<file path="config.mk">
export PLATFORM = sky130hd
export DESIGN_NAME = framed_message_receiver
export DESIGN_NICKNAME = d
export VERILOG_FILES = /design/src/rtl/fmr_pkg.sv /design/src/rtl/fmr_front.sv /design/src/rtl/fmr_queue.sv /design/src/rtl/fmr_back.sv /design/src/rtl/framed_message_receiver.sv
export SDC_FILE = /design/constraint.sdc
export NUM_CORES = 1
export LEC_CHECK = 0
export ABC_AREA = 0
export BUFFER_PORTS_ARGS = -buffer_cell sky130_fd_sc_hd__buf_2
export CORE_AREA = 2 2 143 159
export DETAILED_ROUTE_END_ITERATION = 16
export DIE_AREA = 0 0 145 161
export PLACE_DENSITY = 0.79
export RECOVER_POWER = 50
export SLEW_MARGIN = 40
export SYNTH_ARGS = -nofsm -noshare
export SYNTH_HDL_FRONTEND = slang
export SYNTH_SLANG_ARGS = --single-unit
</file>
<file path="constraint.sdc">
create_clock -name i_clk -period 6 [get_ports i_clk]
set_clock_uncertainty 0.15 [all_clocks]
set_input_delay 0 -clock i_clk [delete_from_list [all_inputs] [get_ports i_clk]]
set_output_delay 0 -clock i_clk [all_outputs]
set_load 0.03 [all_outputs]
</file>
<file path="src/rtl/fmr_pkg.sv">
// shared types and constants of the framed message receiver
package fmr_pkg;

    localparam int CHUNK_SIZE_DEF = 256;

    localparam logic [7:0]  MAGIC_RST   = 8'h00;
    localparam logic [7:0]  ACK_TYPE_RST = 8'h00;
    localparam logic [15:0] BUF_LEN_RST = 16'hFFFF;

    // register indexes on the configuration port
    localparam logic [1:0] REG_MAGIC    = 2'd0;
    localparam logic [1:0] REG_ACK_TYPE = 2'd1;
    localparam logic [1:0] REG_BUF_LEN  = 2'd2;

    // result kinds
    localparam logic [1:0] KIND_TX    = 2'd0;
    localparam logic [1:0] KIND_STORE = 2'd1;
    localparam logic [1:0] KIND_DONE  = 2'd2;

    // work left by one received byte
    typedef struct packed {
        logic        has_store;
        logic        has_ack;
        logic        has_done;
        logic [15:0] offset;
        logic [7:0]  sbyte;
        logic [7:0]  mtype;
        logic [15:0] mlen;
        logic        status;
    } t_cmd;

    // one result beat
    typedef struct packed {
        logic [1:0]  kind;
        logic [7:0]  tx;
        logic [15:0] offset;
        logic [7:0]  sbyte;
        logic [7:0]  mtype;
        logic [15:0] mlen;
        logic        status;
        logic        last;
    } t_beat;

endpackage

</file>
<file path="src/rtl/fmr_front.sv">
// header parser and body tracker: turns each received byte that leaves work into a command
module fmr_front import fmr_pkg::*; #(
    parameter int CHUNK_SIZE = CHUNK_SIZE_DEF
) (
    input  logic        i_clk,
    input  logic        i_rst_n,
    input  logic        i_accept,
    input  logic [7:0]  i_byte,
    input  logic [7:0]  i_magic,
    input  logic [15:0] i_buf_len,
    output logic        o_push,
    output t_cmd        o_cmd
);

    localparam int CW = $clog2(CHUNK_SIZE + 1);

    typedef enum logic [2:0] {
        PH_HUNT, PH_TYPE, PH_LEN_LO, PH_LEN_HI, PH_BODY
    } t_phase;

    t_phase      r_phase, n_phase;
    logic [7:0]  r_type, n_type;
    logic [15:0] r_len, n_len;
    logic [15:0] r_off, n_off;
    logic [CW-1:0] r_cc, n_cc;

    logic [15:0]   off_inc;
    logic [CW-1:0] cc_inc;
    logic [15:0]   full_len;
    logic          body_done;

    assign off_inc   = r_off + 16'd1;
    assign cc_inc    = r_cc + CW'(1);
    assign full_len  = {i_byte, r_len[7:0]};
    assign body_done = (off_inc == r_len);

    always_comb begin
        n_phase = r_phase;
        n_type  = r_type;
        n_len   = r_len;
        n_off   = r_off;
        n_cc    = r_cc;
        o_cmd   = '0;
        o_cmd.mtype = r_type;
        case (r_phase)
            PH_HUNT: begin
                if (i_byte == i_magic) n_phase = PH_TYPE;
            end
            PH_TYPE: begin
                n_type  = i_byte;
                n_phase = PH_LEN_LO;
            end
            PH_LEN_LO: begin
                n_len   = {8'd0, i_byte};
                n_phase = PH_LEN_HI;
            end
            PH_LEN_HI: begin
                n_len         = full_len;
                n_off         = '0;
                n_cc          = '0;
                o_cmd.has_ack = 1'b1;
                o_cmd.mlen    = full_len;
                o_cmd.status  = (full_len > i_buf_len);
                if (full_len == 16'd0) begin
                    o_cmd.has_done = 1'b1;
                    n_phase        = PH_HUNT;
                end else begin
                    n_phase = PH_BODY;
                end
            end
            PH_BODY: begin
                o_cmd.has_store = (r_off < i_buf_len);
                o_cmd.offset    = r_off;
                o_cmd.sbyte     = i_byte;
                o_cmd.mlen      = r_len;
                o_cmd.status    = (r_len > i_buf_len);
                n_off           = off_inc;
                n_cc            = cc_inc;
                if (cc_inc == CW'(CHUNK_SIZE) || body_done) begin
                    n_cc          = '0;
                    o_cmd.has_ack = 1'b1;
                end
                if (body_done) begin
                    o_cmd.has_done = 1'b1;
                    n_off          = '0;
                    n_cc           = '0;
                    n_phase        = PH_HUNT;
                end
            end
            default: begin
                n_phase = PH_HUNT;
            end
        endcase
        if (!o_cmd.has_store) begin
            o_cmd.offset = '0;
            o_cmd.sbyte  = '0;
        end
        if (!o_cmd.has_done) begin
            o_cmd.mtype  = '0;
            o_cmd.mlen   = '0;
            o_cmd.status = 1'b0;
        end
    end

    assign o_push = i_accept && (o_cmd.has_store || o_cmd.has_ack || o_cmd.has_done);

    always_ff @(posedge i_clk) begin
        if (!i_rst_n) begin
            r_phase <= PH_HUNT;
            r_type  <= '0;
            r_len   <= '0;
            r_off   <= '0;
            r_cc    <= '0;
        end else if (i_accept) begin
            r_phase <= n_phase;
            r_type  <= n_type;
            r_len   <= n_len;
            r_off   <= n_off;
            r_cc    <= n_cc;
        end
    end

endmodule

</file>
<file path="src/rtl/fmr_queue.sv">
// two-entry command queue between parser and result sequencer
module fmr_queue import fmr_pkg::*; (
    input  logic i_clk,
    input  logic i_rst_n,
    input  logic i_push,
    input  t_cmd i_cmd,
    input  logic i_pop,
    output t_cmd o_cmd,
    output logic o_empty,
    output logic o_full
);

    t_cmd       r_mem [2];
    logic       r_wr;
    logic       r_rd;
    logic [1:0] r_cnt;

    assign o_cmd   = r_mem[r_rd];
    assign o_empty = (r_cnt == 2'd0);
    assign o_full  = (r_cnt == 2'd2);

    always_ff @(posedge i_clk) begin
        if (i_push) r_mem[r_wr] <= i_cmd;
    end

    always_ff @(posedge i_clk) begin
        if (!i_rst_n) begin
            r_wr  <= 1'b0;
            r_rd  <= 1'b0;
            r_cnt <= 2'd0;
        end else begin
            if (i_push) r_wr <= ~r_wr;
            if (i_pop)  r_rd <= ~r_rd;
            case ({i_push, i_pop})
                2'b10:   r_cnt <= r_cnt + 2'd1;
                2'b01:   r_cnt <= r_cnt - 2'd1;
                default: r_cnt <= r_cnt;
            endcase
        end
    end

endmodule

</file>
<file path="src/rtl/fmr_back.sv">
// result sequencer: expands a command into store, ack and done beats
module fmr_back import fmr_pkg::*; (
    input  logic       i_clk,
    input  logic       i_rst_n,
    input  t_cmd       i_cmd,
    input  logic       i_cmd_valid,
    output logic       o_pop,
    input  logic [7:0] i_magic,
    input  logic [7:0] i_ack_type,
    output logic       o_valid,
    input  logic       i_ready,
    output t_beat      o_beat
);

    typedef enum logic [2:0] {
        ST_STORE, ST_ACK0, ST_ACK1, ST_ACK2, ST_ACK3, ST_DONE
    } t_step;

    t_step r_step;
    logic  r_started;
    logic  r_valid;
    t_beat r_beat;

    t_step start_step, cur_step, nxt_step;
    logic  at_end;
    logic  load;
    t_beat beat;

    always_comb begin
        if (i_cmd.has_store)    start_step = ST_STORE;
        else if (i_cmd.has_ack) start_step = ST_ACK0;
        else                    start_step = ST_DONE;
        cur_step = r_started ? r_step : start_step;

        nxt_step = ST_DONE;
        at_end   = 1'b0;
        case (cur_step)
            ST_STORE: begin
                if (i_cmd.has_ack)       nxt_step = ST_ACK0;
                else if (i_cmd.has_done) nxt_step = ST_DONE;
                else                     at_end   = 1'b1;
            end
            ST_ACK0: nxt_step = ST_ACK1;
            ST_ACK1: nxt_step = ST_ACK2;
            ST_ACK2: nxt_step = ST_ACK3;
            ST_ACK3: begin
                if (i_cmd.has_done) nxt_step = ST_DONE;
                else                at_end   = 1'b1;
            end
            default: at_end = 1'b1;
        endcase

        beat      = '0;
        beat.last = at_end;
        case (cur_step)
            ST_STORE: begin
                beat.kind   = KIND_STORE;
                beat.offset = i_cmd.offset;
                beat.sbyte  = i_cmd.sbyte;
            end
            ST_ACK0: begin
                beat.kind = KIND_TX;
                beat.tx   = i_magic;
            end
            ST_ACK1: begin
                beat.kind = KIND_TX;
                beat.tx   = i_ack_type;
            end
            ST_ACK2, ST_ACK3: begin
                beat.kind = KIND_TX;
            end
            default: begin
                beat.kind   = KIND_DONE;
                beat.mtype  = i_cmd.mtype;
                beat.mlen   = i_cmd.mlen;
                beat.status = i_cmd.status;
            end
        endcase
    end

    assign load  = i_cmd_valid && (!r_valid || i_ready);
    assign o_pop = load && at_end;

    always_ff @(posedge i_clk) begin
        if (!i_rst_n) begin
            r_step    <= ST_STORE;
            r_started <= 1'b0;
            r_valid   <= 1'b0;
        end else if (load) begin
            r_valid   <= 1'b1;
            r_started <= !at_end;
            r_step    <= nxt_step;
        end else if (i_ready) begin
            r_valid <= 1'b0;
        end
    end

    always_ff @(posedge i_clk) begin
        if (load) r_beat <= beat;
    end

    assign o_valid = r_valid;
    assign o_beat  = r_beat;

endmodule

</file>
<file path="src/rtl/framed_message_receiver.sv">
// framed message receiver: header hunt, chunk acks, payload store beats, frame done beats
// the first result beat of a byte passes the command queue, then the output register
// throughput: one result beat per cycle while m_tready is high; a byte causes 0 to 6 beats;
//   bytes with no beats push no command and pass each cycle while the queue has a free slot
// the two-entry command queue lets bytes enter while earlier beats still drain
// reset: synchronous, active low; parser hunts, queue and output empty, registers to defaults
module framed_message_receiver import fmr_pkg::*; #(
    parameter int CHUNK_SIZE = CHUNK_SIZE_DEF
) (
    input  logic        i_clk,
    input  logic        i_rst_n,
    // received byte stream
    input  logic        s_tvalid,
    output logic        s_tready,
    input  logic [7:0]  s_tdata,   // [7:0] rx_byte
    // result stream
    output logic        m_tvalid,
    input  logic        m_tready,
    // [7:0] tx_byte, [23:8] store_offset, [31:24] store_byte, [39:32] message_type,
    // [55:40] message_length, [56] status, [63:57] zero
    output logic [63:0] m_tdata,
    output logic [1:0]  m_tuser,   // [1:0] result_kind
    output logic        m_tlast,
    // configuration port
    input  logic        psel,
    input  logic        penable,
    input  logic        pwrite,
    input  logic [3:0]  paddr,
    input  logic [31:0] pwdata,
    output logic [31:0] prdata,
    output logic        pready
);

    // configuration registers
    logic [7:0]  r_magic;
    logic [7:0]  r_ack_type;
    logic [15:0] r_buf_len;
    logic        cfg_wr;

    assign pready = 1'b1;
    assign cfg_wr = psel && penable && pwrite;

    always_ff @(posedge i_clk) begin
        if (!i_rst_n) begin
            r_magic    <= MAGIC_RST;
            r_ack_type <= ACK_TYPE_RST;
            r_buf_len  <= BUF_LEN_RST;
        end else if (cfg_wr) begin
            case (paddr[3:2])
                REG_MAGIC:    r_magic    <= pwdata[7:0];
                REG_ACK_TYPE: r_ack_type <= pwdata[7:0];
                REG_BUF_LEN:  r_buf_len  <= pwdata[15:0];
                default:      ;  // unmapped address, write dropped
            endcase
        end
    end

    always_comb begin
        case (paddr[3:2])
            REG_MAGIC:    prdata = {24'd0, r_magic};
            REG_ACK_TYPE: prdata = {24'd0, r_ack_type};
            REG_BUF_LEN:  prdata = {16'd0, r_buf_len};
            default:      prdata = '0;
        endcase
    end

    // front: parse bytes into commands
    logic q_push, q_pop, q_empty, q_full;
    t_cmd f_cmd, q_cmd;
    logic in_beat;

    // take a byte whenever the queue has a free slot
    assign s_tready = !q_full;
    assign in_beat  = s_tvalid && s_tready;

    fmr_front #(
        .CHUNK_SIZE (CHUNK_SIZE)
    ) u_front (
        .i_clk     (i_clk),
        .i_rst_n   (i_rst_n),
        .i_accept  (in_beat),
        .i_byte    (s_tdata),
        .i_magic   (r_magic),
        .i_buf_len (r_buf_len),
        .o_push    (q_push),
        .o_cmd     (f_cmd)
    );

    fmr_queue u_queue (
        .i_clk   (i_clk),
        .i_rst_n (i_rst_n),
        .i_push  (q_push),
        .i_cmd   (f_cmd),
        .i_pop   (q_pop),
        .o_cmd   (q_cmd),
        .o_empty (q_empty),
        .o_full  (q_full)
    );

    // back: expand each command into result beats
    t_beat out_beat;

    fmr_back u_back (
        .i_clk       (i_clk),
        .i_rst_n     (i_rst_n),
        .i_cmd       (q_cmd),
        .i_cmd_valid (!q_empty),
        .o_pop       (q_pop),
        .i_magic     (r_magic),
        .i_ack_type  (r_ack_type),
        .o_valid     (m_tvalid),
        .i_ready     (m_tready),
        .o_beat      (out_beat)
    );

    assign m_tdata = {7'd0, out_beat.status, out_beat.mlen, out_beat.mtype,
                      out_beat.sbyte, out_beat.offset, out_beat.tx};
    assign m_tuser = out_beat.kind;
    assign m_tlast = out_beat.last;

    // a done beat always closes the beats of its byte
    assert property (@(posedge i_clk) disable iff (!i_rst_n)
        (m_tvalid && m_tuser == KIND_DONE) |-> m_tlast)
        else $error("done beat without tlast");

    // the queue is never written while full
    assert property (@(posedge i_clk) disable iff (!i_rst_n)
        q_push |-> !q_full)
        else $error("command queue overflow");

    // the queue is never read while empty
    assert property (@(posedge i_clk) disable iff (!i_rst_n)
        q_pop |-> !q_empty)
        else $error("command queue underflow");

    // an overflow status needs a nonzero length
    assert property (@(posedge i_clk) disable iff (!i_rst_n)
        (m_tvalid && m_tuser == KIND_DONE && m_tdata[56]) |-> (m_tdata[55:40] != 16'd0))
        else $error("overflow status on empty message");

endmodule

</file>
======== After elaboration in Yosys (flattened, before gate mapping) ========
Memory sizes are Yosys's and may differ from the RTL's. A register that Yosys moved wholly into a read port is not among the register bits.
Cells that the tools add are included.
storage, ports and cells
  register bits ........................... 153
  memory bits (writable) .................. 104
  input port bits ......................... 51
  output and inout bits ................... 102
  memories kept ........................... 1
operators by class
  add/sub/neg operators ................... 4
  $lt $le $gt $ge ......................... 3
  eq/ne operators ......................... 18
  muxes and demuxes ....................... 36
  bitwise logic cells ..................... 3
  reduce and logical (&&, ||, !) cells .... 34
memories
  name           depth  width  read ports  clocked after Yosys merged registers in  write ports  RTL line         RTL
  u_queue.r_mem  2      52     1           1                                        1            fmr_queue.sv:13  t_cmd r_mem [2];
operators with widths
  cell                                                              count
  16-bit case mux with 2 select lines                               2
  24-bit two-way mux                                                2
  16-bit case mux with 3 select lines                               1
  17-bit case mux with 2 select lines                               1
  16-bit greater-than comparator                                    2
  25-bit two-way mux                                                1
  3-bit two-way mux                                                 6
  9-bit two-way mux                                                 2
  9-bit case mux with 2 select lines                                1
  16-bit by 1-bit adder with 16-bit output (second input constant)  1
  16-bit == test                                                    1
  16-bit zero test                                                  1
  16-bit < comparator                                               1
  16-bit two-way mux                                                1
  8-bit case mux with 2 select lines                                1
  3-bit case mux with 5 select lines                                1
  3-bit by 2-bit == test with 1-bit output (second input constant)  4
  1-bit two-way mux                                                 12
  2-bit case mux with 2 select lines                                3
  3-bit case mux with 4 select lines                                1
  2-bit AND reduction                                               6
  9-bit by 1-bit adder with 9-bit output (second input constant)    1
  9-bit == test (second input constant)                             1
  8-bit == test                                                     1
  other kinds (19)                                                  44

======== Longest topological paths before layout ========
  word-level depth ........................ 10
  depth in mapped cells ................... 12
  depth with buffers taken out ............ 12

======== Hierarchy ========
A second synthesis with hierarchy kept.
second synthesis, totals
  cell total of the unflattened synthesis .. 1150
  area total of the unflattened synthesis .. 12809.8 µm²
by module, submodules not included
  module                   times used  cells an instance  area each (µm²)
  fmr_front                1           598                4545.6
  fmr_queue                1           184                3955.0
  fmr_back                 1           167                2565.0
  framed_message_receiver  1           201                1744.2

======== Least setup slack after synthesis ========
No wires, ideal clock.
  kind .................................... reg2reg
  from .................................... register u_front.r_off[0]
  to ...................................... memory u_queue.r_mem[0][0] (netlist bit), enable pin
  arrival ................................. 4440 ps
  data required time ...................... 5388 ps
  path slack .............................. 948 ps
  stages on the path, launching flop included .. 9
  buffers on the path ..................... 0
  clock period less this slack ............ 5052 ps
  path through ............................ dfxtp_1 > ha_1 > nand3_1 > or3_1 > o31a_1 > a2111oi_0 > and4_1 > o41ai_2 > nor2_1
between the ends
  cells in the longest elaborated chain, start to end .. 10
  elaborated cells on any way between the ends .. 13
  those cells by class .................... add/sub: 1; order compare: 1; eq/ne: 1; mux: 6; reduce/logical: 4
RTL lines
  what                                       RTL line          RTL
  from (decl)                                fmr_front.sv:24   logic [15:0] r_off, n_off;
  from (signal assigned)                     fmr_front.sv:118  r_off <= n_off;
  16-bit by 1-bit adder with 16-bit output   fmr_front.sv:32   assign off_inc = r_off + 16'd1;
  16-bit == test                             fmr_front.sv:35   assign body_done = (off_inc == r_len);
  1-bit logical OR                           fmr_front.sv:79   if (cc_inc == CW'(CHUNK_SIZE) || body_done) begin
  1-bit two-way mux                          fmr_front.sv:79
  2-bit case mux with 2 select lines         fmr_front.sv:45   case (r_phase)
  1-bit logical OR                           fmr_front.sv:105  assign o_push = i_accept && (o_cmd.has_store || o_cmd.has_ack || o_cmd.has_done);
  1-bit logical OR *                         fmr_front.sv:105
  1-bit logical AND *                        fmr_front.sv:105
  1-bit two-way mux *                        fmr_queue.sv:23   if (i_push) r_mem[r_wr] <= i_cmd;
  1-bit two-way mux (implied by the code) *  fmr_queue.sv:23
  to (decl)                                  fmr_queue.sv:13
Mark *: on every way between the ends. The rest lies on a longest branch, timed or not.

==> results.md <==
- Outcome: finished, violations left
- Violated checks: max-capacitance violations, max-slew violations
- Setup WS post-layout: 1.54 ns
- Cell Rows: 57
- Final Hold Vio Count: 0
- Sequential-to-total area share from yosys stat: 54.8%
- Static leakage: about 5.2 nW
- YS warnings: 0
- Post-synthesis xor/xnor area fraction: 2.54%
- DRT antenna net count: 0
- Clock Root Buffer: clkbuf_16
- CP Launch Type: input port
- DP Wirelength: 18000 um
- Final Critical Period: about 4.5 ns
- Critical Path RT: 6.28 ns
- CP max-delay cell: clkbuf_1
- Compound-Gate Fraction of Synth Area: a little over a tenth
- Filler instances: roughly 1600
- Global route total overflow: 0
- Crit path DAT: 4.74 ns
- Cts repair resizes: 0
- Number of enable flip-flop cells after synthesis: between 150 and 200
- DIE AREA: about 23000 um^2
- All-Layer GR Usage: 23.0%
- Maximum clock path buffer count: 3
- Setup TNS: 0 ns
- Achievable clock frequency: 0.224 GHz
- Synthesized area per cell: 11.1 um^2
- Worst hold path type: in2reg
- CORE AREA: 21800 um^2
- Max stage delay on crit path: ~1.9 ns
- Iter 0 DRT Violations: around 620
- Fin. max-slew vios: around 160
- Worst-path clk slew: ~0.070 ns
- CTS Hold Buffers Added: 39
- Die Y: about 160 um
- CTS H-tree depth: 1
- Routed WL: 27500 um
- Largest family of logic cells by synthesized area: simple AND/OR/NAND/NOR gates
- Post-DR wirelength/cell: 17.7 um
- CP endpoint kind: flop
- Mapped Cells: 1117
- Post-synthesis simple-gate area fraction: 16.0%
- Asr flop ratio synth: 0%
- GPL Wtd Cong: 0.891
- Clk_lat worst skew: 0.54 ns
- VDD IR max: approximately 0.21 mV
- Vias in the first global route: 8512
- Area Overhead vs Synth: 15.5%
- CP Class: in2reg
- Mapped Area: 12400 um^2
- Top FF cell, synth: edfxtp_1
- CTS Sinks: 258
- IO Port Bufs: 110
- Initial core utilization: a little under three fifths
- Chip width: 145 um
- Share of layout cells above drive strength 1: a little under a tenth
- Share of the synthesized area in the top cell type: 39.6%
- Drt via density: 5.72
- Most used cell, CP: clkbuf_1
- Post-synth top area cell: edfxtp_1
- DRC viols: 0
- Distinct cells, synth: between 60 and 70
- Setup-failing EPs final: 0
- Tcrit/Tclk final: 74.3%
- Multiplexer share of the synthesized area: roughly 7.0%
- Max-cap violations: 3
- CTS Buf Count: 26
- Initial antenna violation count: 0
- # IOs: 153
- Top post-synthesis cells by area: edfxtp_1 40%, dfxtp_1 15%, mux2i_1 6.8%, ha_1 4.2%, nand2_1 3.2%
- CTS tree: done
- Fin Hold WS: approximately 0.016 ns
- Worst Tran Pin Value: 3.30 ns
- Post-route design area: 14400 um^2
- Global-route wire length before repair: 43600 um
- Worst-path cell chain: dlygate4sd3_1 -> buf_2 -> clkbuf_1 -> clkbuf_1 -> and2_1 -> a41oi_1 -> mux2i_1
- Via Count: 8911
- DP Area: 13200 um^2
- N_diodes: 0
- Nets: 1336
- RSZ-0062 raised after global routing: false
- First-pass DRT Iterations: 5
- Post-CTS Setup Inserts: 0
- Largest net degree at the start of global routing: 67
- Slew HR: -120%
- PD cells: 253 nW/um^2
- #FFs+latches synth: roughly 260
- Adder-Cell Fraction of Synth Area: around 4.2%
- Crit path max fanout: 66
- Placement-stage worst setup slack: 1.52 ns
-- flip-flops by register name (all words and copies together), names as in the netlist, named ones only --
signal,flops
u_back.r_started,1
r_magic,8
u_back.r_step,3
u_back.o_valid,1
u_queue.r_cnt,2
u_queue.r_wr,1
u_front.r_len,16
u_front.r_off,16
r_buf_len,16
u_front.r_type,8
u_front.r_cc,9
u_front.r_phase,3
u_back.o_beat,60
r_ack_type,8
u_queue.r_rd,1
u_queue.r_mem,104
-- layout make-up --
type	count	area (um^2)	share of cell area (%)
Tap cell	295	369	2.57
Sequential cell	258	6810	47.4
Clock inverter	12	140	0.976
Multi-Input combinational cell	761	5200	36.3
Inverter	32	120	0.837
Clock buffer	36	729	5.08
Timing Repair Buffer	164	981	6.84
-- cell usage in the layout, fill, tap and decap left out, drive strengths merged, types with 4 or more instances in the layout --
cell type    Yosys  routed
and2            58      58
mux2i           84      84
o211ai          22      22
nor3             8       8
a22oi            8       8
dlygate4sd3      0      39
o22ai            4       4
a41oi           11      11
ha              42      42
a2111oi          4       4
a21o             7       7
nand4           24      24
a22o             8       8
nor3b            4       4
dfxtp           94      94
or3              6       6
edfxtp         164     164
nor2            75      75
a21oi           22      22
a32oi            4       4
nand3           27      27
and3             7       7
clkinv           0       4
clkbuf          52     111
conb             2      24
xnor2           17      17
a21boi          29      29
inv             32      36
nor2b           38      38
nand2          105     105
buf             36      50
nand2b           4       4
o21ai           39      39
nor4            12      12
xor2            19      19
-- critical path, delay by kind of cell --
family | cells | cell delay, ns
AOI/OAI and AO/OA | 1 | 0.09
and+or+nand+nor | 1 | 0.87
buffers and inverters | 4 | 3.53
muxes | 1 | 0.24
-- power breakdown --
part / internal (mW) / total [mW] / switching, mW
Combinational: 0.0478 / 0.144 / 0.0961
Clock: 0.949 / 1.62 / 0.674
Sequential: 1.87 / 1.87 / 0.00281
Total: 2.86 / 3.64 / 0.773
-- cell usage after synthesis (4+ instances only) --
master,instances
nand2b_1,4
edfxtp_1,164
nand2_1,105
nor3b_1,4
and3_1,7
nand4_1,23
a22oi_1,8
nand3_1,25
xnor2_1,17
o211ai_1,22
and2_1,58
ha_1,42
clkbuf_1,50
a41oi_1,11
o21ai_0,39
nor3_1,8
buf_4,24
nor2b_1,38
mux2i_1,84
buf_2,6
nor2_1,75
a21o_1,7
xor2_1,19
a32oi_1,4
a22o_1,8
a21boi_0,26
nor4_1,11
inv_1,32
a21oi_1,22
or3_1,4
buf_1,4
dfxtp_1,94
-- metal layers --
| metal | global-route usage (%) | share of wire, % | vias up |
|---|---|---|---|
| met1 | 29.9 | 42 | 4260 |
| met4 | 7.92 | 2.9 | 0 |
| met2 | 39.8 | 49 | 299 |
| met3 | 3.14 | 6.5 | 72 |
| met5 | 0 | 0 | - |
| li1 | - | - | 4280 |
-- path summary, 6_finish.rpt --
path | startpoint | to | slack (ns) | cells past startpoint
max | i_rst_n | u_front.r_off[11]$_SDFFE_PN0P_ | 1.54 | 7
min | pwrite | r_buf_len[1]$_SDFFE_PN1P_ | 0.02 | 5
max reg2reg | u_front.r_off[1]$_SDFFE_PN0P_ | u_queue.r_mem[1][5]$_DFFE_PP_ | 1.67 | 10
min reg2reg | r_ack_type[6]$_SDFFE_PN0P_ | r_ack_type[6]$_SDFFE_PN0P_ | 0.34 | 2
-- metrics by stage --
| stage | utilization [%] | total power, mW | std cells |
|---|---|---|---|
| 6_report | 66.0 | 3.64 | 1558 |
| 5_1_grt | 66.0 | 3.74 | 1558 |
| 4_1_cts | 66.4 | 3.66 | 1557 |
| 3_5_place_dp | 60.6 | 2.03 | 1470 |
| 3_3_place_gp | 60.3 | 2.03 | 1468 |
| 2_1_floorplan | - | 2.00 | 1139 |
-- kinds of logic (layout without fill, tap and decap cells) --
logic type | Yosys count | after routing
flops | 258 | 258
compound gates | 187 | 187
other cells | 2 | 24
xor+xnor | 36 | 36
simple gates | 385 | 385
buf+inv | 120 | 244
fa+ha+maj | 42 | 42
mux | 87 | 87
(Power assumes the default switching activity.)
